[src/rtl/core/gsd_pkg.sv]
// ----------------------------------------------------------------------------
// gsd_pkg
// Shared types and constants of the gyro stall detector: field widths,
// status codes, register indexes and the control word of the sample cells.
// ----------------------------------------------------------------------------
package gsd_pkg;

   // widths of the fixed fields
   localparam int RATE_W  = 24;
   localparam int SMP_W   = 25;
   localparam int THR_W   = 30;
   localparam int LIMIT_W = 16;
   localparam int COUNT_W = 17;
   localparam int INDEX_W = 2;

   // Q.16 one and the reset sum of one sample (1.0 on each of three axes)
   localparam logic [SMP_W-1:0] ONE_Q16  = SMP_W'(65536);
   localparam logic [SMP_W-1:0] INIT_SMP = SMP_W'(3 * 65536);

   // reported window sum saturates here
   localparam logic [THR_W-1:0] SUM_MAX = {THR_W{1'b1}};

   // register reset values
   localparam logic [THR_W-1:0]   THR_RESET   = THR_W'(65536);
   localparam logic [LIMIT_W-1:0] LIMIT_RESET = LIMIT_W'(100);

   // register indexes
   typedef enum logic [INDEX_W-1:0] {
      CSR_STALL_THRESHOLD = 2'd0,
      CSR_BAIL_LIMIT      = 2'd1
   } csr_index_type;

   // result status codes
   typedef enum logic [1:0] {
      STATUS_MOVING  = 2'd0,
      STATUS_STALLED = 2'd1,
      STATUS_BAIL    = 2'd2,
      STATUS_ERROR   = 2'd3
   } status_type;

   // control word broadcast to every sample cell
   typedef struct packed {
      logic shift;
      logic init;
   } cell_ctl_type;

endpackage

[src/rtl/core/gsd_cell.sv]
// ----------------------------------------------------------------------------
// gsd_cell
// One window slot: holds the absolute rate sum of one sample and hands it to
// the next cell when the window advances.
// ----------------------------------------------------------------------------
module gsd_cell #(
   parameter logic [24:0] INIT_VAL = 25'd0
) (
   input  logic                        clock,
   input  logic                        reset,
   input  gsd_pkg::cell_ctl_type       ctl,
   input  logic [gsd_pkg::SMP_W-1:0]   smp_in,
   output logic [gsd_pkg::SMP_W-1:0]   smp_out
);

   logic [gsd_pkg::SMP_W-1:0] smp_ff;
   logic [gsd_pkg::SMP_W-1:0] smp_in_w;

   // init wins over shift, else hold
   always_comb begin
      smp_in_w = smp_ff;
      if (ctl.init) begin
         smp_in_w = INIT_VAL;
      end else if (ctl.shift) begin
         smp_in_w = smp_in;
      end
   end

   always_ff @(posedge clock) begin
      if (reset) begin
         smp_ff <= INIT_VAL;
      end else begin
         smp_ff <= smp_in_w;
      end
   end

   assign smp_out = smp_ff;

endmodule

[src/rtl/core/gsd_abs_stage.sv]
// ----------------------------------------------------------------------------
// gsd_abs_stage
// Input stage: takes the magnitudes of the three rates and registers their
// sum together with the sensor failure flag.
// ----------------------------------------------------------------------------
module gsd_abs_stage (
   input  logic                               clock,
   input  logic                               load,
   input  logic signed [gsd_pkg::RATE_W-1:0]  rate_x,
   input  logic signed [gsd_pkg::RATE_W-1:0]  rate_y,
   input  logic signed [gsd_pkg::RATE_W-1:0]  rate_z,
   input  logic                               read_failed,
   output logic [gsd_pkg::SMP_W-1:0]          smp_sum,
   output logic                               failed
);

   logic [gsd_pkg::RATE_W-1:0] mag_x;
   logic [gsd_pkg::RATE_W-1:0] mag_y;
   logic [gsd_pkg::RATE_W-1:0] mag_z;
   logic [gsd_pkg::SMP_W-1:0]  smp_sum_ff;
   logic [gsd_pkg::SMP_W-1:0]  smp_sum_in;
   logic                       failed_ff;

   // magnitudes; the most negative rate maps to 2^23, which still fits
   always_comb begin
      mag_x = rate_x[gsd_pkg::RATE_W-1] ? (~rate_x + 1'b1) : rate_x;
      mag_y = rate_y[gsd_pkg::RATE_W-1] ? (~rate_y + 1'b1) : rate_y;
      mag_z = rate_z[gsd_pkg::RATE_W-1] ? (~rate_z + 1'b1) : rate_z;
      smp_sum_in = gsd_pkg::SMP_W'(mag_x) + gsd_pkg::SMP_W'(mag_y)
                 + gsd_pkg::SMP_W'(mag_z);
   end

   // payload register
   always_ff @(posedge clock) begin
      if (load) begin
         smp_sum_ff <= smp_sum_in;
         failed_ff  <= read_failed;
      end
   end

   assign smp_sum = smp_sum_ff;
   assign failed  = failed_ff;

endmodule

[src/rtl/core/gyro_stall_detector.sv]
// ----------------------------------------------------------------------------
// gyro_stall_detector
// Moving-sum stall detector: a chain of SAMPLES cells holds the window of
// per-sample absolute rate sums, a running sum tracks the window and each
// word is classified as moving, stalled, bail-out or sensor error.
// ----------------------------------------------------------------------------
// path: a req word is held in the input register, then in the output register
//   that drives rsp_valid; rsp_stall on a full output register holds it back
// throughput: one word per cycle unless rsp_stall holds a full output register;
//   the window sum update (old tail out, new sample in, threshold compare) is combinational
// reset: registers return to threshold 65536 and bail limit 100, the window
//   to 1.0 per axis in the last slot to leave, count 0; no clearing pass
module gyro_stall_detector #(
   parameter int SAMPLES = 8
) (
   input  logic                                 clock,
   input  logic                                 reset,
   // request channel
   input  logic                                 req_valid,
   output logic                                 req_stall,
   input  logic signed [gsd_pkg::RATE_W-1:0]    req_rate_x,
   input  logic signed [gsd_pkg::RATE_W-1:0]    req_rate_y,
   input  logic signed [gsd_pkg::RATE_W-1:0]    req_rate_z,
   input  logic                                 req_read_failed,
   // response channel
   output logic                                 rsp_valid,
   input  logic                                 rsp_stall,
   output logic [1:0]                           rsp_status,
   output logic [gsd_pkg::THR_W-1:0]            rsp_window_sum,
   output logic [gsd_pkg::COUNT_W-1:0]          rsp_sample_count,
   // register write channel
   input  logic                                 csr_valid,
   output logic                                 csr_ready,
   input  logic [gsd_pkg::INDEX_W-1:0]          csr_index,
   input  logic [gsd_pkg::THR_W-1:0]            csr_data
);

   localparam int SUM_W = gsd_pkg::SMP_W + $clog2(SAMPLES);
   localparam int EXT_W = (SUM_W > gsd_pkg::THR_W) ? SUM_W : gsd_pkg::THR_W + 1;

   // configuration registers
   logic [gsd_pkg::THR_W-1:0]   thr_ff;
   logic [gsd_pkg::LIMIT_W-1:0] limit_ff;

   assign csr_ready = 1'b1;

   always_ff @(posedge clock) begin
      if (reset) begin
         thr_ff   <= gsd_pkg::THR_RESET;
         limit_ff <= gsd_pkg::LIMIT_RESET;
      end else if (csr_valid && csr_ready) begin
         if (csr_index == gsd_pkg::CSR_STALL_THRESHOLD) begin
            thr_ff <= csr_data;
         end else if (csr_index == gsd_pkg::CSR_BAIL_LIMIT) begin
            limit_ff <= csr_data[gsd_pkg::LIMIT_W-1:0];
         end
      end
   end

   // pipeline handshake
   logic s1_valid_ff;
   logic s1_valid_in;
   logic out_valid_ff;
   logic out_valid_in;
   logic out_free;
   logic s1_move;
   logic s1_load;

   assign out_free  = !out_valid_ff || !rsp_stall;
   assign s1_move   = s1_valid_ff && out_free;
   assign req_stall = s1_valid_ff && !out_free;
   assign s1_load   = req_valid && !req_stall;

   always_comb begin
      s1_valid_in = s1_load ? 1'b1 : (s1_move ? 1'b0 : s1_valid_ff);
      out_valid_in = s1_move ? 1'b1 : (out_free ? 1'b0 : out_valid_ff);
   end

   always_ff @(posedge clock) begin
      if (reset) begin
         s1_valid_ff  <= 1'b0;
         out_valid_ff <= 1'b0;
      end else begin
         s1_valid_ff  <= s1_valid_in;
         out_valid_ff <= out_valid_in;
      end
   end

   // input stage
   logic [gsd_pkg::SMP_W-1:0] s1_smp;
   logic                      s1_failed;

   gsd_abs_stage u_abs (
      .clock       (clock),
      .load        (s1_load),
      .rate_x      (req_rate_x),
      .rate_y      (req_rate_y),
      .rate_z      (req_rate_z),
      .read_failed (req_read_failed),
      .smp_sum     (s1_smp),
      .failed      (s1_failed)
   );

   // window cell chain; cell 0 is filled last before eviction at reset
   gsd_pkg::cell_ctl_type     cell_ctl;
   logic [gsd_pkg::SMP_W-1:0] cell_q [SAMPLES];

   genvar k;
   generate
      for (k = 0; k < SAMPLES; k++) begin : g_cell
         if (k == 0) begin : g_head
            gsd_cell #(
               .INIT_VAL (gsd_pkg::INIT_SMP)
            ) u_cell (
               .clock   (clock),
               .reset   (reset),
               .ctl     (cell_ctl),
               .smp_in  (s1_smp),
               .smp_out (cell_q[k])
            );
         end else begin : g_body
            gsd_cell #(
               .INIT_VAL (25'd0)
            ) u_cell (
               .clock   (clock),
               .reset   (reset),
               .ctl     (cell_ctl),
               .smp_in  (cell_q[k-1]),
               .smp_out (cell_q[k])
            );
         end
      end
   endgenerate

   // running sum and classification
   logic [SUM_W-1:0]            sum_ff;
   logic [SUM_W-1:0]            sum_in;
   logic [gsd_pkg::COUNT_W-1:0] seen_ff;
   logic [gsd_pkg::COUNT_W-1:0] seen_in;
   logic [SUM_W-1:0]            new_sum;
   logic [SUM_W-1:0]            rep_sum;
   logic [gsd_pkg::THR_W-1:0]   rep_sat;
   logic                        below_thr;
   logic                        over_limit;
   gsd_pkg::status_type         status_w;
   logic                        final_w;

   always_comb begin
      new_sum = sum_ff - SUM_W'(cell_q[SAMPLES-1]) + SUM_W'(s1_smp);
      below_thr  = EXT_W'(new_sum) < EXT_W'(thr_ff);
      over_limit = seen_ff > gsd_pkg::COUNT_W'(limit_ff);
      rep_sum    = s1_failed ? sum_ff : new_sum;
      rep_sat    = (EXT_W'(rep_sum) > EXT_W'(gsd_pkg::SUM_MAX)) ?
                   gsd_pkg::SUM_MAX : gsd_pkg::THR_W'(rep_sum);
      priority if (s1_failed) begin
         status_w = gsd_pkg::STATUS_ERROR;
      end else if (below_thr) begin
         status_w = gsd_pkg::STATUS_STALLED;
      end else if (over_limit) begin
         status_w = gsd_pkg::STATUS_BAIL;
      end else begin
         status_w = gsd_pkg::STATUS_MOVING;
      end
      final_w = (status_w != gsd_pkg::STATUS_MOVING);

      cell_ctl.init  = s1_move && final_w;
      cell_ctl.shift = s1_move && !final_w;

      sum_in  = sum_ff;
      seen_in = seen_ff;
      if (s1_move) begin
         if (final_w) begin
            sum_in  = SUM_W'(gsd_pkg::INIT_SMP);
            seen_in = '0;
         end else begin
            sum_in  = new_sum;
            seen_in = seen_ff + 1'b1;
         end
      end
   end

   always_ff @(posedge clock) begin
      if (reset) begin
         sum_ff  <= SUM_W'(gsd_pkg::INIT_SMP);
         seen_ff <= '0;
      end else begin
         sum_ff  <= sum_in;
         seen_ff <= seen_in;
      end
   end

   // output word register
   logic [1:0]                  status_ff;
   logic [gsd_pkg::THR_W-1:0]   wsum_ff;
   logic [gsd_pkg::COUNT_W-1:0] count_ff;

   always_ff @(posedge clock) begin
      if (s1_move) begin
         status_ff <= status_w;
         wsum_ff   <= rep_sat;
         count_ff  <= seen_ff;
      end
   end

   assign rsp_valid        = out_valid_ff;
   assign rsp_status       = status_ff;
   assign rsp_window_sum   = wsum_ff;
   assign rsp_sample_count = count_ff;

endmodule

[config.mk]
export PLATFORM = sky130hd
export DESIGN_NAME = gyro_stall_detector
export DESIGN_NICKNAME = d
export VERILOG_FILES = /design/src/rtl/core/gsd_pkg.sv /design/src/rtl/core/gsd_cell.sv /design/src/rtl/core/gsd_abs_stage.sv /design/src/rtl/core/gyro_stall_detector.sv
export SDC_FILE = /design/constraint.sdc
export NUM_CORES = 1
export LEC_CHECK = 0
export ABC_CLOCK_PERIOD_IN_PS = 6300
export BUFFER_PORTS_ARGS = -buffer_cell sky130_fd_sc_hd__buf_4
export CORE_ASPECT_RATIO = 1.1
export CORE_MARGIN = 3
export CORE_UTILIZATION = 61
export DETAILED_ROUTE_END_ITERATION = 7
export GPL_ROUTABILITY_DRIVEN = 0
export MAX_ROUTING_LAYER = met4
export PLACE_DENSITY = 0.81
export SLEW_MARGIN = 20
export SYNTH_ARGS = -nofsm -noshare
export SYNTH_HDL_FRONTEND = slang
export SYNTH_HIERARCHICAL = 1
export SYNTH_SLANG_ARGS = --single-unit
[constraint.sdc]
create_clock -name clock -period 6.3 [get_ports clock]
set_clock_uncertainty 0.2 [all_clocks]
set_input_delay 0.315 -clock clock [delete_from_list [all_inputs] [get_ports clock]]
set_output_delay 0.315 -clock clock [all_outputs]
set_load 0.02 [all_outputs]
==> results of run 1 <==
==> final cells by class <==
| cell class | count | area share (%) |
|---|---|---|
| Clock buffer | 47 | 4.25 |
| Clock inverter | 14 | 0.722 |
| Inverter | 208 | 3.41 |
| Multi-Input combinational cell | 1413 | 45.3 |
| Sequential cell | 366 | 35.2 |
| Tap cell | 420 | 2.30 |
| Timing Repair Buffer | 228 | 8.83 |
==> flip-flops by register name, summed over array words and instances (netlist names), 2 cells and up <==
name,count
g_cell.g_body.u_cell/smp_out,175
thr_ff,30
rsp_window_sum,28
sum_ff,28
g_cell.g_head.u_cell/smp_out,25
u_abs/smp_sum,25
rsp_sample_count,17
seen_ff,17
limit_ff,16
rsp_status,2
==> power breakdown <==
| group | internal, W | total [W] | switching [W] | leakage, nW |
|---|---|---|---|---|
| Combinational | 0.00315 | 0.00740 | 0.00425 | 5.52 |
| Sequential | 0.00284 | 0.00303 | 0.000193 | 3.06 |
| Clock | 0.00118 | 0.00207 | 0.000892 | 0.555 |
==> critical path: stages (launching register included) <==
cell and delay, ns:
sky130_fd_sc_hd__edfxtp_1 0.34, sky130_fd_sc_hd__inv_1 0.06, sky130_fd_sc_hd__fa_1 0.54, sky130_fd_sc_hd__inv_1 0.05
sky130_fd_sc_hd__ha_1 0.33, sky130_fd_sc_hd__nor2b_1 0.17, sky130_fd_sc_hd__o2111ai_1 0.24, sky130_fd_sc_hd__a21oi_1 0.15
sky130_fd_sc_hd__o41ai_1 0.38, sky130_fd_sc_hd__buf_4 0.20, sky130_fd_sc_hd__o21ai_1 0.13, sky130_fd_sc_hd__mux2i_1 0.17
sky130_fd_sc_hd__or2_2 0.33, sky130_fd_sc_hd__ha_1 0.30, sky130_fd_sc_hd__nand2_1 0.05, sky130_fd_sc_hd__o21ai_0 0.24
sky130_fd_sc_hd__a41oi_1 0.10, sky130_fd_sc_hd__o31ai_1 0.24, sky130_fd_sc_hd__o21ai_0 0.17, sky130_fd_sc_hd__buf_4 0.20
sky130_fd_sc_hd__nor4_4 0.30, sky130_fd_sc_hd__clkbuf_16 0.29, sky130_fd_sc_hd__clkbuf_16 0.26, sky130_fd_sc_hd__mux2i_1 0.25
sky130_fd_sc_hd__nor2_1 0.09
==> metal layers <==
metal  up-vias  track usage, %
met1      7170            30.8
met3       134            3.40
li1       7371               -
met5         -               -
met4         0            10.6
met2       529            44.3
==> what timing repair did <==
action	4_1_cts	5_1_grt
endpoints found under the setup margin	0	194
resized for setup	0	8
hold buffers	33	0
endpoints found under the hold margin	49	0
setup buffers	0	0
==> final timing paths <==
path | start | end | slack, ns | cells after the start
worst min register to register | limit_ff[14] | limit_ff[14] | 0.26 | 2
worst max register to register | u_abs/smp_sum[2] | g_cell[4].g_body.u_cell/smp_out[21] | 0.37 | 24
worst min-delay path | reset | thr_ff[16] | 0.15 | 3
worst max-delay path | u_abs/smp_sum[2] | g_cell[4].g_body.u_cell/smp_out[21] | 0.37 | 24
==> cells by family (layout without fill, tap and decap cells) <==
logic type,after synthesis,count (layout)
buffers and inverters,302,497
xor gates and xnor gates,121,121
other,2,3
AOI/OAI and AO/OA,315,315
muxes,226,226
adders and majority gates,148,148
and+or+nand+nor,600,600
DFF,366,366
==> layout by cell type, fill, tap and decap left out, types with 25 or more instances in the layout <==
cell type,instances
sky130_fd_sc_hd__xnor2_1,44
sky130_fd_sc_hd__a21oi_1,110
sky130_fd_sc_hd__dfxtp_1,293
sky130_fd_sc_hd__xor2_1,77
sky130_fd_sc_hd__o21ai_0,55
sky130_fd_sc_hd__a21o_1,25
sky130_fd_sc_hd__edfxtp_1,73
sky130_fd_sc_hd__clkbuf_16,38
sky130_fd_sc_hd__nor2_1,291
sky130_fd_sc_hd__fa_1,50
sky130_fd_sc_hd__inv_1,206
sky130_fd_sc_hd__buf_4,177
sky130_fd_sc_hd__mux2i_1,204
sky130_fd_sc_hd__dlygate4sd3_1,33
sky130_fd_sc_hd__nand2_1,159
sky130_fd_sc_hd__ha_1,98
==> stage by stage <==
stage	worst slack (ns)	utilization, %
finish	0.374	72.1
global placement	0.413	67.2
CTS	0.219	71.8
global route	0.0135	72.1
floorplan	0.769	-
detailed placement	0.223	67.2
==> tab_implementation.tex, run 1 <==
\begin{tabular}{lr}
\hline
Metric & Value \\
\hline
\multicolumn{2}{l}{\textbf{Critical path}} \\
\quad Worst setup EP type & flip-flop \\
\quad Crit path kind & flip-flop to flip-flop \\
\quad Data arrival at the endpoint of the critical path & approximately 6 ns \\
\quad Required arrival time at the worst endpoint & 6.52 ns \\
\quad Startpoint types & flip-flop \\
\quad CP Max Fanout & 24 \\
\multicolumn{2}{l}{\textbf{Clock tree}} \\
\quad TritonCTS clock tree & done \\
\quad CTS sink count & 366 \\
\quad Clock slew at reported path FFs & 0.06 ns \\
\quad Cell at the root of the clock tree & sky130\_fd\_sc\_hd\_\_clkbuf\_16 \\
\quad CTS H-tree depth & 2 \\
\quad Cts bufs inserted & 35 \\
\quad CTS max path bufs & 3 \\
\quad Clock latency on the worst-skew pair & 0.54 ns \\
\multicolumn{2}{l}{\textbf{Cells and area}} \\
\quad Fraction of layout cells with a size suffix above 1 & between 10 and 15\% \\
\quad Area delta synth->final & 15.3\% \\
\quad Finished Cell Area & around 23000 um\^{}2 \\
\quad Multi-input gate area & 10400 um\^{}2 \\
\quad Sequential Area & 8060 um\^{}2 \\
\quad Number of fill cells & 2225 \\
\quad Ant. Diodes & 0 \\
\quad Layout Nets & 2510 \\
\quad Number of standard cells in the final layout excluding fillers & 2696 \\
\multicolumn{2}{l}{\textbf{Yosys}} \\
\quad Avg Cell Area, Syn & 9.54 um\^{}2 \\
\quad Largest area contributor in the netlist & sky130\_fd\_sc\_hd\_\_dfxtp\_1 \\
\quad Share of the yosys chip area belonging to registers & 40.6\% \\
\quad Top flip-flop cell by instance count after synthesis & sky130\_fd\_sc\_hd\_\_dfxtp\_1 \\
\quad Synth Area in Simple Gates & 13.5\% \\
\quad EDFF count, synth & 73 \\
\quad Asr flop ratio synth & 0\% \\
\quad Leading cell types by count after synthesis & sky130\_fd\_sc\_hd\_\_dfxtp\_1, sky130\_fd\_sc\_hd\_\_nor2\_1, sky130\_fd\_sc\_hd\_\_inv\_1, sky130\_fd\_sc\_hd\_\_mux2i\_1, sky130\_fd\_sc\_hd\_\_nand2\_1 \\
\quad Number of cells produced by synthesis & 2080 \\
\quad Count of yosys warnings during synthesis & 6 \\
\quad Summed instance area of the synthesized netlist & 19800 um\^{}2 \\
\quad Number of library cell types mapped by synthesis & 79 \\
\quad Count leader, synth & sky130\_fd\_sc\_hd\_\_dfxtp\_1 \\
\quad Multiplexer share of the synthesized area & 11.5\% \\
\quad Synth area leaders & sky130\_fd\_sc\_hd\_\_dfxtp\_1, sky130\_fd\_sc\_hd\_\_edfxtp\_1, sky130\_fd\_sc\_hd\_\_mux2i\_1 \\
\quad Arithmetic-cell share of the synthesized area counting full adders, half adders and majority gates & 11.2\% \\
\quad Largest family of logic cells by synthesized area & simple AND/OR/NAND/NOR gates \\
\quad Share of the synthesized area in compound gates (AO/OA/AOI/OAI) & between 10\% and 20\% \\
\quad FF+latch count, synth & 366 \\
\quad Synth top area share & 29.6\% \\
\quad Synthesized-area fraction occupied by xor and xnor cells & under 10\% \\
\multicolumn{2}{l}{\textbf{Drt}} \\
\quad Routed metal-1 wire length & roughly 19 mm \\
\quad Drt total wl & 45.0 mm \\
\quad Uppermost routed layer & met4 \\
\quad Met2 Wirelength & 21.7 mm \\
\quad DR vias & approximately 15000 \\
\quad Wire length on met3 & 2.45 mm \\
\quad ANT nets after route & 0 \\
\quad Routed len/inst & 16.7 um \\
\quad DRC & 0 \\
\quad Avg Vias per Cell & 5.64 \\
\quad First-pass DRT Iterations & 7 \\
\quad DRT iter0 DRCs & $\sim$870 \\
\multicolumn{2}{l}{\textbf{Timing}} \\
\quad Clock period minus worst slack & 5.93 ns \\
\quad Number of endpoints failing setup at the final stage & 0 \\
\quad Setup repair after global routing missed its margin & false \\
\quad TNS Setup & 0 ns \\
\quad Post-Route Hold Slack & roughly 0.15 ns \\
\quad Count of final max-slew check failures & 0 \\
\quad Highest clock rate & 169 MHz \\
\quad Number of hold violations in the final report & 0 \\
\quad Tightest slew margin relative to the limit & 28.4\% \\
\quad Post-route fraction of the period consumed by the critical path & a little over nine tenths \\
\quad Slew at the pin closest to its max-slew limit & 1.07 ns \\
\multicolumn{2}{l}{\textbf{Floorplan}} \\
\quad Die area & 34700 um\^{}2 \\
\quad Die Y & 195 um \\
\quad Area of the core & 31700 um\^{}2 \\
\quad Die X-Extent & 178 um \\
\quad Initial Utilization & 62.5\% \\
\quad Top-level port count & 162 \\
\quad Number of cell rows & 68 \\
\multicolumn{2}{l}{\textbf{Pwr}} \\
\quad Maximum ir drop on the vdd rail & 0.000344 V \\
\quad Cell area power density & between 500 and 600 nW/um\^{}2 \\
\quad Static power due to leakage & 9.13 nW \\
\quad Overall power consumption & 0.0125 W \\
\multicolumn{2}{l}{\textbf{Global route}} \\
\quad Global-route wire length before repair & 72.6 mm \\
\quad Largest net degree at the start of global routing & 78 \\
\quad Number of global-route vias before repair & 15400 \\
\quad Remaining Overflow, GRT & 0 \\
\quad GRT Resource Usage Total & between 20\% and 30\% \\
\quad Initial antenna violation count & 0 \\
\multicolumn{2}{l}{\textbf{Min path}} \\
\quad Path class of the lowest-slack min-delay path & input port to flip-flop \\
\multicolumn{2}{l}{\textbf{Job}} \\
\quad Count of max-cap constraint violations & 0 \\
\multicolumn{2}{l}{\textbf{Place}} \\
\quad Total placed instance area & 21300 um\^{}2 \\
\quad IO Port Bufs & $\sim$160 \\
\quad Post-detailed-placement half-perimeter wirelength & 32.2 mm \\
\quad Cell count after placement & 2600 \\
\multicolumn{2}{l}{\textbf{Outcome}} \\
\quad Run status & completed \\
\hline
\end{tabular}
Note: power is estimated with default switching activity, not from simulation.
==> run 2, diff against run 1 <==
- ABC_CLOCK_PERIOD_IN_PS: 6300 -> 6000
- clock period: 6.3 -> 6 ns (I/O delays scaled with it)
==> tab_implementation.tex, run 2 (synthesized netlist as in run 1, its figures left out) <==
\begin{tabular}{lr}
\hline
Metric & Value \\
\hline
\multicolumn{2}{l}{\textbf{Cells and area}} \\
\quad Flip-flop count of the largest register, all copies and words added & 175 (unchanged) \\
\quad Most common cell after layout, fill and taps aside & sky130\_fd\_sc\_hd\_\_dfxtp\_1 \\
\quad Fraction of layout cells with a size suffix above 1 & 13.8\% (+0.87 points) \\
\quad Layout Nets & 2523 (+0.52\%) \\
\quad Finished Cell Area & 23100 um\^{}2 (+0.82\%) \\
\quad Area delta synth->final & 16.2\% \\
\quad Most frequent cells in the layout & sky130\_fd\_sc\_hd\_\_dfxtp\_1, sky130\_fd\_sc\_hd\_\_nor2\_1, sky130\_fd\_sc\_hd\_\_inv\_1, sky130\_fd\_sc\_hd\_\_mux2i\_1, sky130\_fd\_sc\_hd\_\_buf\_4 \\
\quad Utilization after layout & 72.7\% (+0.59 points) \\
\multicolumn{2}{l}{\textbf{Global route}} \\
\quad Largest net degree at the start of global routing & 80 (+2.6\%) \\
\quad Remaining Overflow, GRT & 0 (unchanged) \\
\quad Global-route wire length before repair & 73.0 mm (+0.59\%) \\
\quad Number of global-route vias before repair & 15300 (-0.20\%) \\
\quad GRT Resource Usage Total & 26.0\% (+0.11 points) \\
\quad Initial antenna violation count & 0 (unchanged) \\
\multicolumn{2}{l}{\textbf{Clock tree}} \\
\quad CTS sink count & 366 (unchanged) \\
\quad Clock latency on the worst-skew pair & 0.52 ns (-0.02 ns) \\
\quad Cell at the root of the clock tree & sky130\_fd\_sc\_hd\_\_clkbuf\_16 \\
\quad Clock slew at reported path FFs & 0.06 ns (about the same) \\
\quad TritonCTS clock tree & done \\
\quad CTS max path bufs & 3 (unchanged) \\
\quad CTS H-tree depth & 2 (unchanged) \\
\quad Cts bufs inserted & 35 (unchanged) \\
\multicolumn{2}{l}{\textbf{Timing}} \\
\quad Number of hold violations in the final report & 0 (unchanged) \\
\quad Clock period minus worst slack & 5.76 ns (-0.168 ns) \\
\quad Number of endpoints failing setup at the final stage & 0 (unchanged) \\
\quad Post-route fraction of the period consumed by the critical path & 96.0\% (+1.9 points) \\
\quad Tightest slew margin relative to the limit & 25.9\% (-2.5 points) \\
\quad Count of final max-slew check failures & 0 (unchanged) \\
\quad Final worst slack & 0.242 ns (-0.132 ns) \\
\quad Slew at the pin closest to its max-slew limit & 1.11 ns (+0.0371 ns) \\
\quad Post-Route Hold Slack & 0.160 ns (+0.00714 ns) \\
\quad Highest clock rate & 174 MHz (+2.9\%) \\
\multicolumn{2}{l}{\textbf{Pwr}} \\
\quad Overall power consumption & 0.0136 W (+8.8\%) \\
\quad Static power due to leakage & 9.23 nW (+1.0\%) \\
\quad Cell area power density & 590 nW/um\^{}2 (+7.9\%) \\
\quad Maximum ir drop on the vdd rail & 0.000359 V (+4.3\%) \\
\multicolumn{2}{l}{\textbf{Drt}} \\
\quad First-pass DRT Iterations & 6 (-1) \\
\quad Avg Vias per Cell & 5.67 (+0.63\%) \\
\quad Uppermost routed layer & met4 \\
\quad ANT nets after route & 0 (unchanged) \\
\quad Routed metal-1 wire length & 18.9 mm (-1.4\%) \\
\quad DRT iter0 DRCs & 960 (+10\%) \\
\quad Routed len/inst & 16.7 um (about the same) \\
\quad Drt total wl & 45.2 mm (+0.54\%) \\
\quad Wire length on met3 & 3.10 mm (+27\%) \\
\quad DRC & 0 (unchanged) \\
\quad DR vias & 15400 (+1.3\%) \\
\quad Met2 Wirelength & 21.9 mm (+0.88\%) \\
\multicolumn{2}{l}{\textbf{Place}} \\
\quad Post-detailed-placement half-perimeter wirelength & 32.0 mm (-0.44\%) \\
\quad Total placed instance area & 21400 um\^{}2 (+0.45\%) \\
\quad Worst slack, placed & 0.103 ns (-0.120 ns) \\
\quad IO Port Bufs & 158 (unchanged) \\
\multicolumn{2}{l}{\textbf{Critical path}} \\
\quad Crit path kind & flip-flop to flip-flop \\
\quad CP Max Fanout & 9 (-63\%) \\
\quad Worst setup EP type & flip-flop \\
\quad Data arrival at the endpoint of the critical path & 5.96 ns (-0.19 ns) \\
\quad Startpoint types & flip-flop \\
\quad Required arrival time at the worst endpoint & 6.20 ns (-0.32 ns) \\
\multicolumn{2}{l}{\textbf{Floorplan}} \\
\quad Die Y & 195 um (unchanged) \\
\quad Initial Utilization & 62.5\% (unchanged) \\
\quad Top-level port count & 162 (unchanged) \\
\quad Number of cell rows & 68 (unchanged) \\
\quad Area of the core & 31700 um\^{}2 (unchanged) \\
\quad Die X-Extent & 178 um (unchanged) \\
\quad Die area & 34700 um\^{}2 (unchanged) \\
\multicolumn{2}{l}{\textbf{Job}} \\
\quad Count of max-cap constraint violations & 0 (unchanged) \\
\multicolumn{2}{l}{\textbf{Outcome}} \\
\quad Run status & completed \\
\multicolumn{2}{l}{\textbf{Min path}} \\
\quad Path class of the lowest-slack min-delay path & input port to flip-flop \\
\hline
\end{tabular}
## run 2: cell count changes in the layout (fill, tap and decap cells not counted), moves of 2 or more
cell                       previous run  this run
sky130_fd_sc_hd__buf_12              13        17
sky130_fd_sc_hd__buf_4              177       190
sky130_fd_sc_hd__buf_6                2         0
sky130_fd_sc_hd__clkbuf_1             8         5
sky130_fd_sc_hd__clkbuf_8             3         5
sky130_fd_sc_hd__clkinv_1             2         6
## run 2: metrics by stage
| step | std cells | setup TNS [ns] |
|---|---|---|
| finish | 2713 | 0 |
| global route | 2712 | -0.0542 |
| CTS | 2708 | 0 |
| detailed placement | 2611 | 0 |
| global placement | 2611 | 0 |
| floorplan | 2081 | 0 |
## run 2: final timing paths
path                         start                            endpoint  slack [ns]  cells after the start
setup / recovery  u_abs/smp_sum[1]  g_cell[4].g_body.u_cell/smp_out[8]        0.24                     24
hold / removal       req_rate_z[0]                    u_abs/smp_sum[0]        0.16                      4
setup reg to reg  u_abs/smp_sum[1]  g_cell[4].g_body.u_cell/smp_out[8]        0.24                     24
hold reg to reg         sum_ff[20]                          sum_ff[20]        0.26                      2
## run 2: cell type report
class / count / area, um^2
Clock inverter: 18 / 176
Tap cell: 420 / 526
Timing Repair Buffer: 241 / 2120
Inverter: 208 / 781
Multi-Input combinational cell: 1413 / 10400
Clock buffer: 46 / 988
Fill cell: 2202 / 8670
Antenna cell: 1 / 2.50
Sequential cell: 366 / 8060
## run 2: where the power goes
| part | internal [W] | leakage, nW | total, W | switching (W) |
|---|---|---|---|---|
| Combinational | 0.00352 | 5.60 | 0.00822 | 0.00470 |
| Clock | 0.00130 | 0.575 | 0.00221 | 0.000915 |
| Sequential | 0.00298 | 3.06 | 0.00318 | 0.000198 |
| Total | 0.00780 | 9.23 | 0.0136 | 0.00581 |
## run 2: routing by layer
layer	up-vias	GRT usage (%)
li1	7401	-
met2	591	44.1
met5	-	-
met3	109	3.91
met1	7295	31.7
met4	0	8.87
## run 2: critical path: stages (launching register included)
cell and delay [ns]:
sky130_fd_sc_hd__edfxtp_1 0.38, sky130_fd_sc_hd__inv_1 0.13, sky130_fd_sc_hd__fa_1 0.45, sky130_fd_sc_hd__fa_1 0.47
sky130_fd_sc_hd__nor2b_1 0.24, sky130_fd_sc_hd__o2111ai_2 0.15, sky130_fd_sc_hd__a21oi_1 0.29, sky130_fd_sc_hd__o41ai_2 0.12
sky130_fd_sc_hd__buf_4 0.15, sky130_fd_sc_hd__o21ai_1 0.23, sky130_fd_sc_hd__mux2i_1 0.15, sky130_fd_sc_hd__or2_2 0.33
sky130_fd_sc_hd__ha_1 0.32, sky130_fd_sc_hd__nand2_1 0.06, sky130_fd_sc_hd__o21ai_1 0.20, sky130_fd_sc_hd__a41oi_1 0.08
sky130_fd_sc_hd__o31ai_1 0.28, sky130_fd_sc_hd__o21ai_0 0.13, sky130_fd_sc_hd__buf_4 0.18, sky130_fd_sc_hd__nor4_4 0.22
sky130_fd_sc_hd__buf_12 0.18, sky130_fd_sc_hd__buf_12 0.15, sky130_fd_sc_hd__buf_4 0.22, sky130_fd_sc_hd__mux2i_1 0.27
sky130_fd_sc_hd__nor2_1 0.06
## run 2: timing repair
item                                   4_1_cts  5_1_grt
pin swaps                                    0        4
cloned                                       0        1
endpoints found under the hold margin       49        0
resized for setup                            1       17
setup endpoints to repair                    1      216
hold buffers                                33        0
setup buffers                                0        3
==> run 3, diff against run 2 <==
- ABC_AREA: unset -> 1
- CORE_UTILIZATION: 61 -> 63
- CTS_BUF_LIST: unset -> sky130_fd_sc_hd__clkbuf_8
- PLACE_DENSITY: 0.81 -> 0.83
==> tab_implementation.tex, run 3 <==
\begin{tabular}{lr}
\hline
Metric & Value \\
\hline
\multicolumn{2}{l}{\textbf{Global route}} \\
\quad Remaining Overflow, GRT & 0 (unchanged) \\
\quad Global-route wire length before repair & 93.2 mm (+28\%) \\
\quad Initial antenna violation count & 0 (unchanged) \\
\quad Largest net degree at the start of global routing & 86 (+7.5\%) \\
\quad Number of global-route vias before repair & 19900 (+30\%) \\
\quad GRT Resource Usage Total & 30.1\% (+4.1 points) \\
\multicolumn{2}{l}{\textbf{Critical path}} \\
\quad Cell type group with the largest total delay on the critical path & simple AND/OR/NAND/NOR gates \\
\quad Critical-path top delay cell & sky130\_fd\_sc\_hd\_\_nor2\_4 \\
\quad CP Max Fanout & 25 (+16) \\
\quad Cell with the most instances on the worst path & sky130\_fd\_sc\_hd\_\_nand2\_1 \\
\quad Slowest stage delay, CP & 0.60 ns (+0.13 ns) \\
\quad Startpoint types & flip-flop \\
\quad Worst setup EP type & flip-flop \\
\quad Data arrival at the endpoint of the critical path & 5.69 ns (-0.27 ns) \\
\quad Required arrival time at the worst endpoint & 6.38 ns (+0.18 ns) \\
\quad Crit path buffers/inverters & 7 (+1) \\
\quad Crit path kind & flip-flop to flip-flop \\
\multicolumn{2}{l}{\textbf{Floorplan}} \\
\quad Area of the core & 35400 um\^{}2 (+12\%) \\
\quad Number of cell rows & 72 (+5.9\%) \\
\quad Top-level port count & 162 (unchanged) \\
\quad Die Y & 205 um (+5.3\%) \\
\quad Initial Utilization & 64.4\% (+1.8 points) \\
\quad Die X-Extent & 187 um (+5.3\%) \\
\quad Die area & 38500 um\^{}2 (+11\%) \\
\multicolumn{2}{l}{\textbf{Cells and area}} \\
\quad Ant. Diodes & 0 (-1) \\
\quad Area delta synth->final & 12.4\% \\
\quad Most frequent cells in the layout & sky130\_fd\_sc\_hd\_\_nand2\_1, sky130\_fd\_sc\_hd\_\_inv\_1, sky130\_fd\_sc\_hd\_\_nor2\_1, sky130\_fd\_sc\_hd\_\_dfxtp\_1, sky130\_fd\_sc\_hd\_\_buf\_4 \\
\quad Fraction of layout cells with a size suffix above 1 & 8.86\% (-5.0 points) \\
\quad Most common cell after layout, fill and taps aside & sky130\_fd\_sc\_hd\_\_nand2\_1 \\
\quad Layout Nets & 3831 (+52\%) \\
\quad Flip-flop count of the largest register, all copies and words added & 175 (unchanged) \\
\multicolumn{2}{l}{\textbf{Drt}} \\
\quad DRT iter0 DRCs & 1696 (+77\%) \\
\quad ANT nets after route & 0 (unchanged) \\
\quad DRC & 0 (unchanged) \\
\quad Avg Vias per Cell & 5.15 (-9.3\%) \\
\quad Routed len/inst & 14.1 um (-16\%) \\
\quad First-pass DRT Iterations & 5 (-1) \\
\quad DR vias & 21100 (+37\%) \\
\quad Drt total wl & 57.7 mm (+28\%) \\
\multicolumn{2}{l}{\textbf{Job}} \\
\quad Count of max-cap constraint violations & 0 (unchanged) \\
\multicolumn{2}{l}{\textbf{Outcome}} \\
\quad Run status & completed \\
\multicolumn{2}{l}{\textbf{Timing}} \\
\quad Number of hold violations in the final report & 0 (unchanged) \\
\quad Highest clock rate & 188 MHz (+8.4\%) \\
\quad Setup repair after global routing missed its margin & false \\
\quad TNS Setup & 0 ns (unchanged) \\
\quad Number of endpoints failing setup at the final stage & 0 (unchanged) \\
\quad Tightest slew margin relative to the limit & 49.2\% (+23 points) \\
\quad Clock period minus worst slack & 5.31 ns (-0.448 ns) \\
\quad Post-route fraction of the period consumed by the critical path & 88.5\% (-7.5 points) \\
\quad Slew at the pin closest to its max-slew limit & 0.759 ns (-0.346 ns) \\
\quad Count of final max-slew check failures & 0 (unchanged) \\
\quad Final worst slack & 0.690 ns (+0.448 ns) \\
\multicolumn{2}{l}{\textbf{Place}} \\
\quad Post-detailed-placement half-perimeter wirelength & 43.5 mm (+36\%) \\
\quad IO Port Bufs & 158 (unchanged) \\
\quad Worst slack, placed & 0.783 ns (+0.680 ns) \\
\multicolumn{2}{l}{\textbf{Clock tree}} \\
\quad Cells resized by post-CTS repair & 0 (-1) \\
\quad CTS H-tree depth & 2 (unchanged) \\
\quad Clock slew at reported path FFs & 0.06 ns (about the same) \\
\quad Cts bufs inserted & 57 (+63\%) \\
\quad TritonCTS clock tree & done \\
\quad Cell at the root of the clock tree & sky130\_fd\_sc\_hd\_\_clkbuf\_8 \\
\quad CTS max path bufs & 3 (unchanged) \\
\quad CTS sink count & 366 (unchanged) \\
\quad Clock latency on the worst-skew pair & 0.65 ns (+0.13 ns) \\
\multicolumn{2}{l}{\textbf{Yosys}} \\
\quad Synth area leaders & sky130\_fd\_sc\_hd\_\_dfxtp\_1, sky130\_fd\_sc\_hd\_\_nand2\_1, sky130\_fd\_sc\_hd\_\_inv\_1 \\
\quad Count leader, synth & sky130\_fd\_sc\_hd\_\_nand2\_1 \\
\quad FF+latch count, synth & 366 (unchanged) \\
\quad Share of the yosys chip area belonging to registers & 35.4\% (-5.2 points) \\
\quad Top flip-flop cell by instance count after synthesis & sky130\_fd\_sc\_hd\_\_dfxtp\_1 \\
\quad Count of yosys warnings during synthesis & 6 (unchanged) \\
\quad Summed instance area of the synthesized netlist & 22800 um\^{}2 (+15\%) \\
\quad Synth top area share & 25.7\% (-3.8 points) \\
\quad Number of cells produced by synthesis & 3403 (+64\%) \\
\quad Number of library cell types mapped by synthesis & 45 (-43\%) \\
\quad Asr flop ratio synth & 0\% (unchanged) \\
\quad Largest area contributor in the netlist & sky130\_fd\_sc\_hd\_\_dfxtp\_1 \\
\quad Avg Cell Area, Syn & 6.70 um\^{}2 (-30\%) \\
\quad Leading cell types by count after synthesis & sky130\_fd\_sc\_hd\_\_nand2\_1, sky130\_fd\_sc\_hd\_\_inv\_1, sky130\_fd\_sc\_hd\_\_nor2\_1, sky130\_fd\_sc\_hd\_\_dfxtp\_1, sky130\_fd\_sc\_hd\_\_nand3\_1 \\
\quad EDFF count, synth & 73 (unchanged) \\
\multicolumn{2}{l}{\textbf{Pwr}} \\
\quad Static power due to leakage & 12.3 nW (+33\%) \\
\quad Cell area power density & 519 nW/um\^{}2 (-12\%) \\
\quad Maximum ir drop on the vdd rail & 0.000358 V (-0.28\%) \\
\multicolumn{2}{l}{\textbf{Min path}} \\
\quad Path class of the lowest-slack min-delay path & input port to flip-flop \\
\hline
\end{tabular}
[run 3: cell types whose count changed after synthesis, moves of 19 or more]
| cell | previous run | this run |
|---|---|---|
| sky130_fd_sc_hd__nand2_1 | 159 | 996 |
| sky130_fd_sc_hd__inv_1 | 208 | 685 |
| sky130_fd_sc_hd__nor2_1 | 291 | 534 |
| sky130_fd_sc_hd__mux2i_1 | 204 | 0 |
| sky130_fd_sc_hd__nand3_1 | 19 | 136 |
| sky130_fd_sc_hd__o21ai_0 | 56 | 89 |
| sky130_fd_sc_hd__xnor2_1 | 44 | 17 |
| sky130_fd_sc_hd__buf_4 | 11 | 34 |
| sky130_fd_sc_hd__a22oi_1 | 22 | 0 |
| sky130_fd_sc_hd__mux2_2 | 22 | 0 |
| sky130_fd_sc_hd__a21o_1 | 25 | 4 |
| sky130_fd_sc_hd__nor2_4 | 0 | 21 |
| sky130_fd_sc_hd__buf_2 | 2 | 21 |
| sky130_fd_sc_hd__buf_6 | 40 | 21 |
[run 3: worst reg2reg max path: cells and delay by family, from the launching register on]
kind	cells	cell delay, ns
xor+xnor	1	0.31
simple gates	17	2.31
buf+inv	7	0.80
flops	1	0.44
fa+ha+maj	4	1.20
[run 3: power breakdown]
part           total [W]  internal [W]  switching, W
Clock            0.00211       0.00110       0.00101
Combinational    0.00780       0.00260       0.00520
Sequential       0.00339       0.00311      0.000279
Total             0.0133       0.00681       0.00649
[run 3: layer usage]
layer / part of all wire, % / up-vias / GRT usage (%)
li1: - / 10500 / -
met1: 40 / 9568 / 34.6
met2: 48 / 881 / 51.8
met3: 7.2 / 191 / 4.50
met4: 5.2 / 0 / 15.1
met5: 0 / - / -
[run 3: cells by family after synthesis]
group / Yosys count / synth area share (%)
simple gates: 1779 / 31.9
xor+xnor: 79 / 3.10
flops: 366 / 35.4
compound gates: 231 / 5.28
other cells: 2 / 0.0330
buf+inv: 798 / 14.6
fa+ha+maj: 148 / 9.77
[run 3: cell type report]
type                       instances  area (um^2)
inverter                         695         2620
clock inverter                    42          258
clock buffer                      66          908
multi-input combinational       2240        11400
tap                              481          602
timing repair buffer             213         1760
fill                            2883         9790
sequential                       366         8060
[run 3: final timing paths]
path | from | to | slack [ns] | depth (start not counted)
worst max-delay path | g_cell[7].g_body.u_cell/smp_out[0] | g_cell[1].g_body.u_cell/smp_out[23] | 0.69 | 29
worst min-delay path | req_rate_z[0] | u_abs/smp_sum[0] | 0.07 | 4
worst max register to register | g_cell[7].g_body.u_cell/smp_out[0] | g_cell[1].g_body.u_cell/smp_out[23] | 0.69 | 29
worst min register to register | sum_ff[13] | sum_ff[13] | 0.27 | 2
[run 3: what timing repair did]
item | CTS | global route
hold buffers | 43 | 0
endpoints found under the hold margin | 73 | 0
buffers inserted | 0 | 0
[run 3: through the flow]
stage               area, um^2  util, %  hold WS (ns)  total power, W  instances
finish                   25600     72.3        0.0730          0.0133       4103
global route             25600     72.3        0.0958          0.0145       4103
CTS                      25600     72.3        0.0534          0.0132       4103
detailed placement       24000     67.8         0.255          0.0110       3952
global placement         24000     67.8         0.247          0.0107       3952
floorplan                22800        -         0.199         0.00902       3404
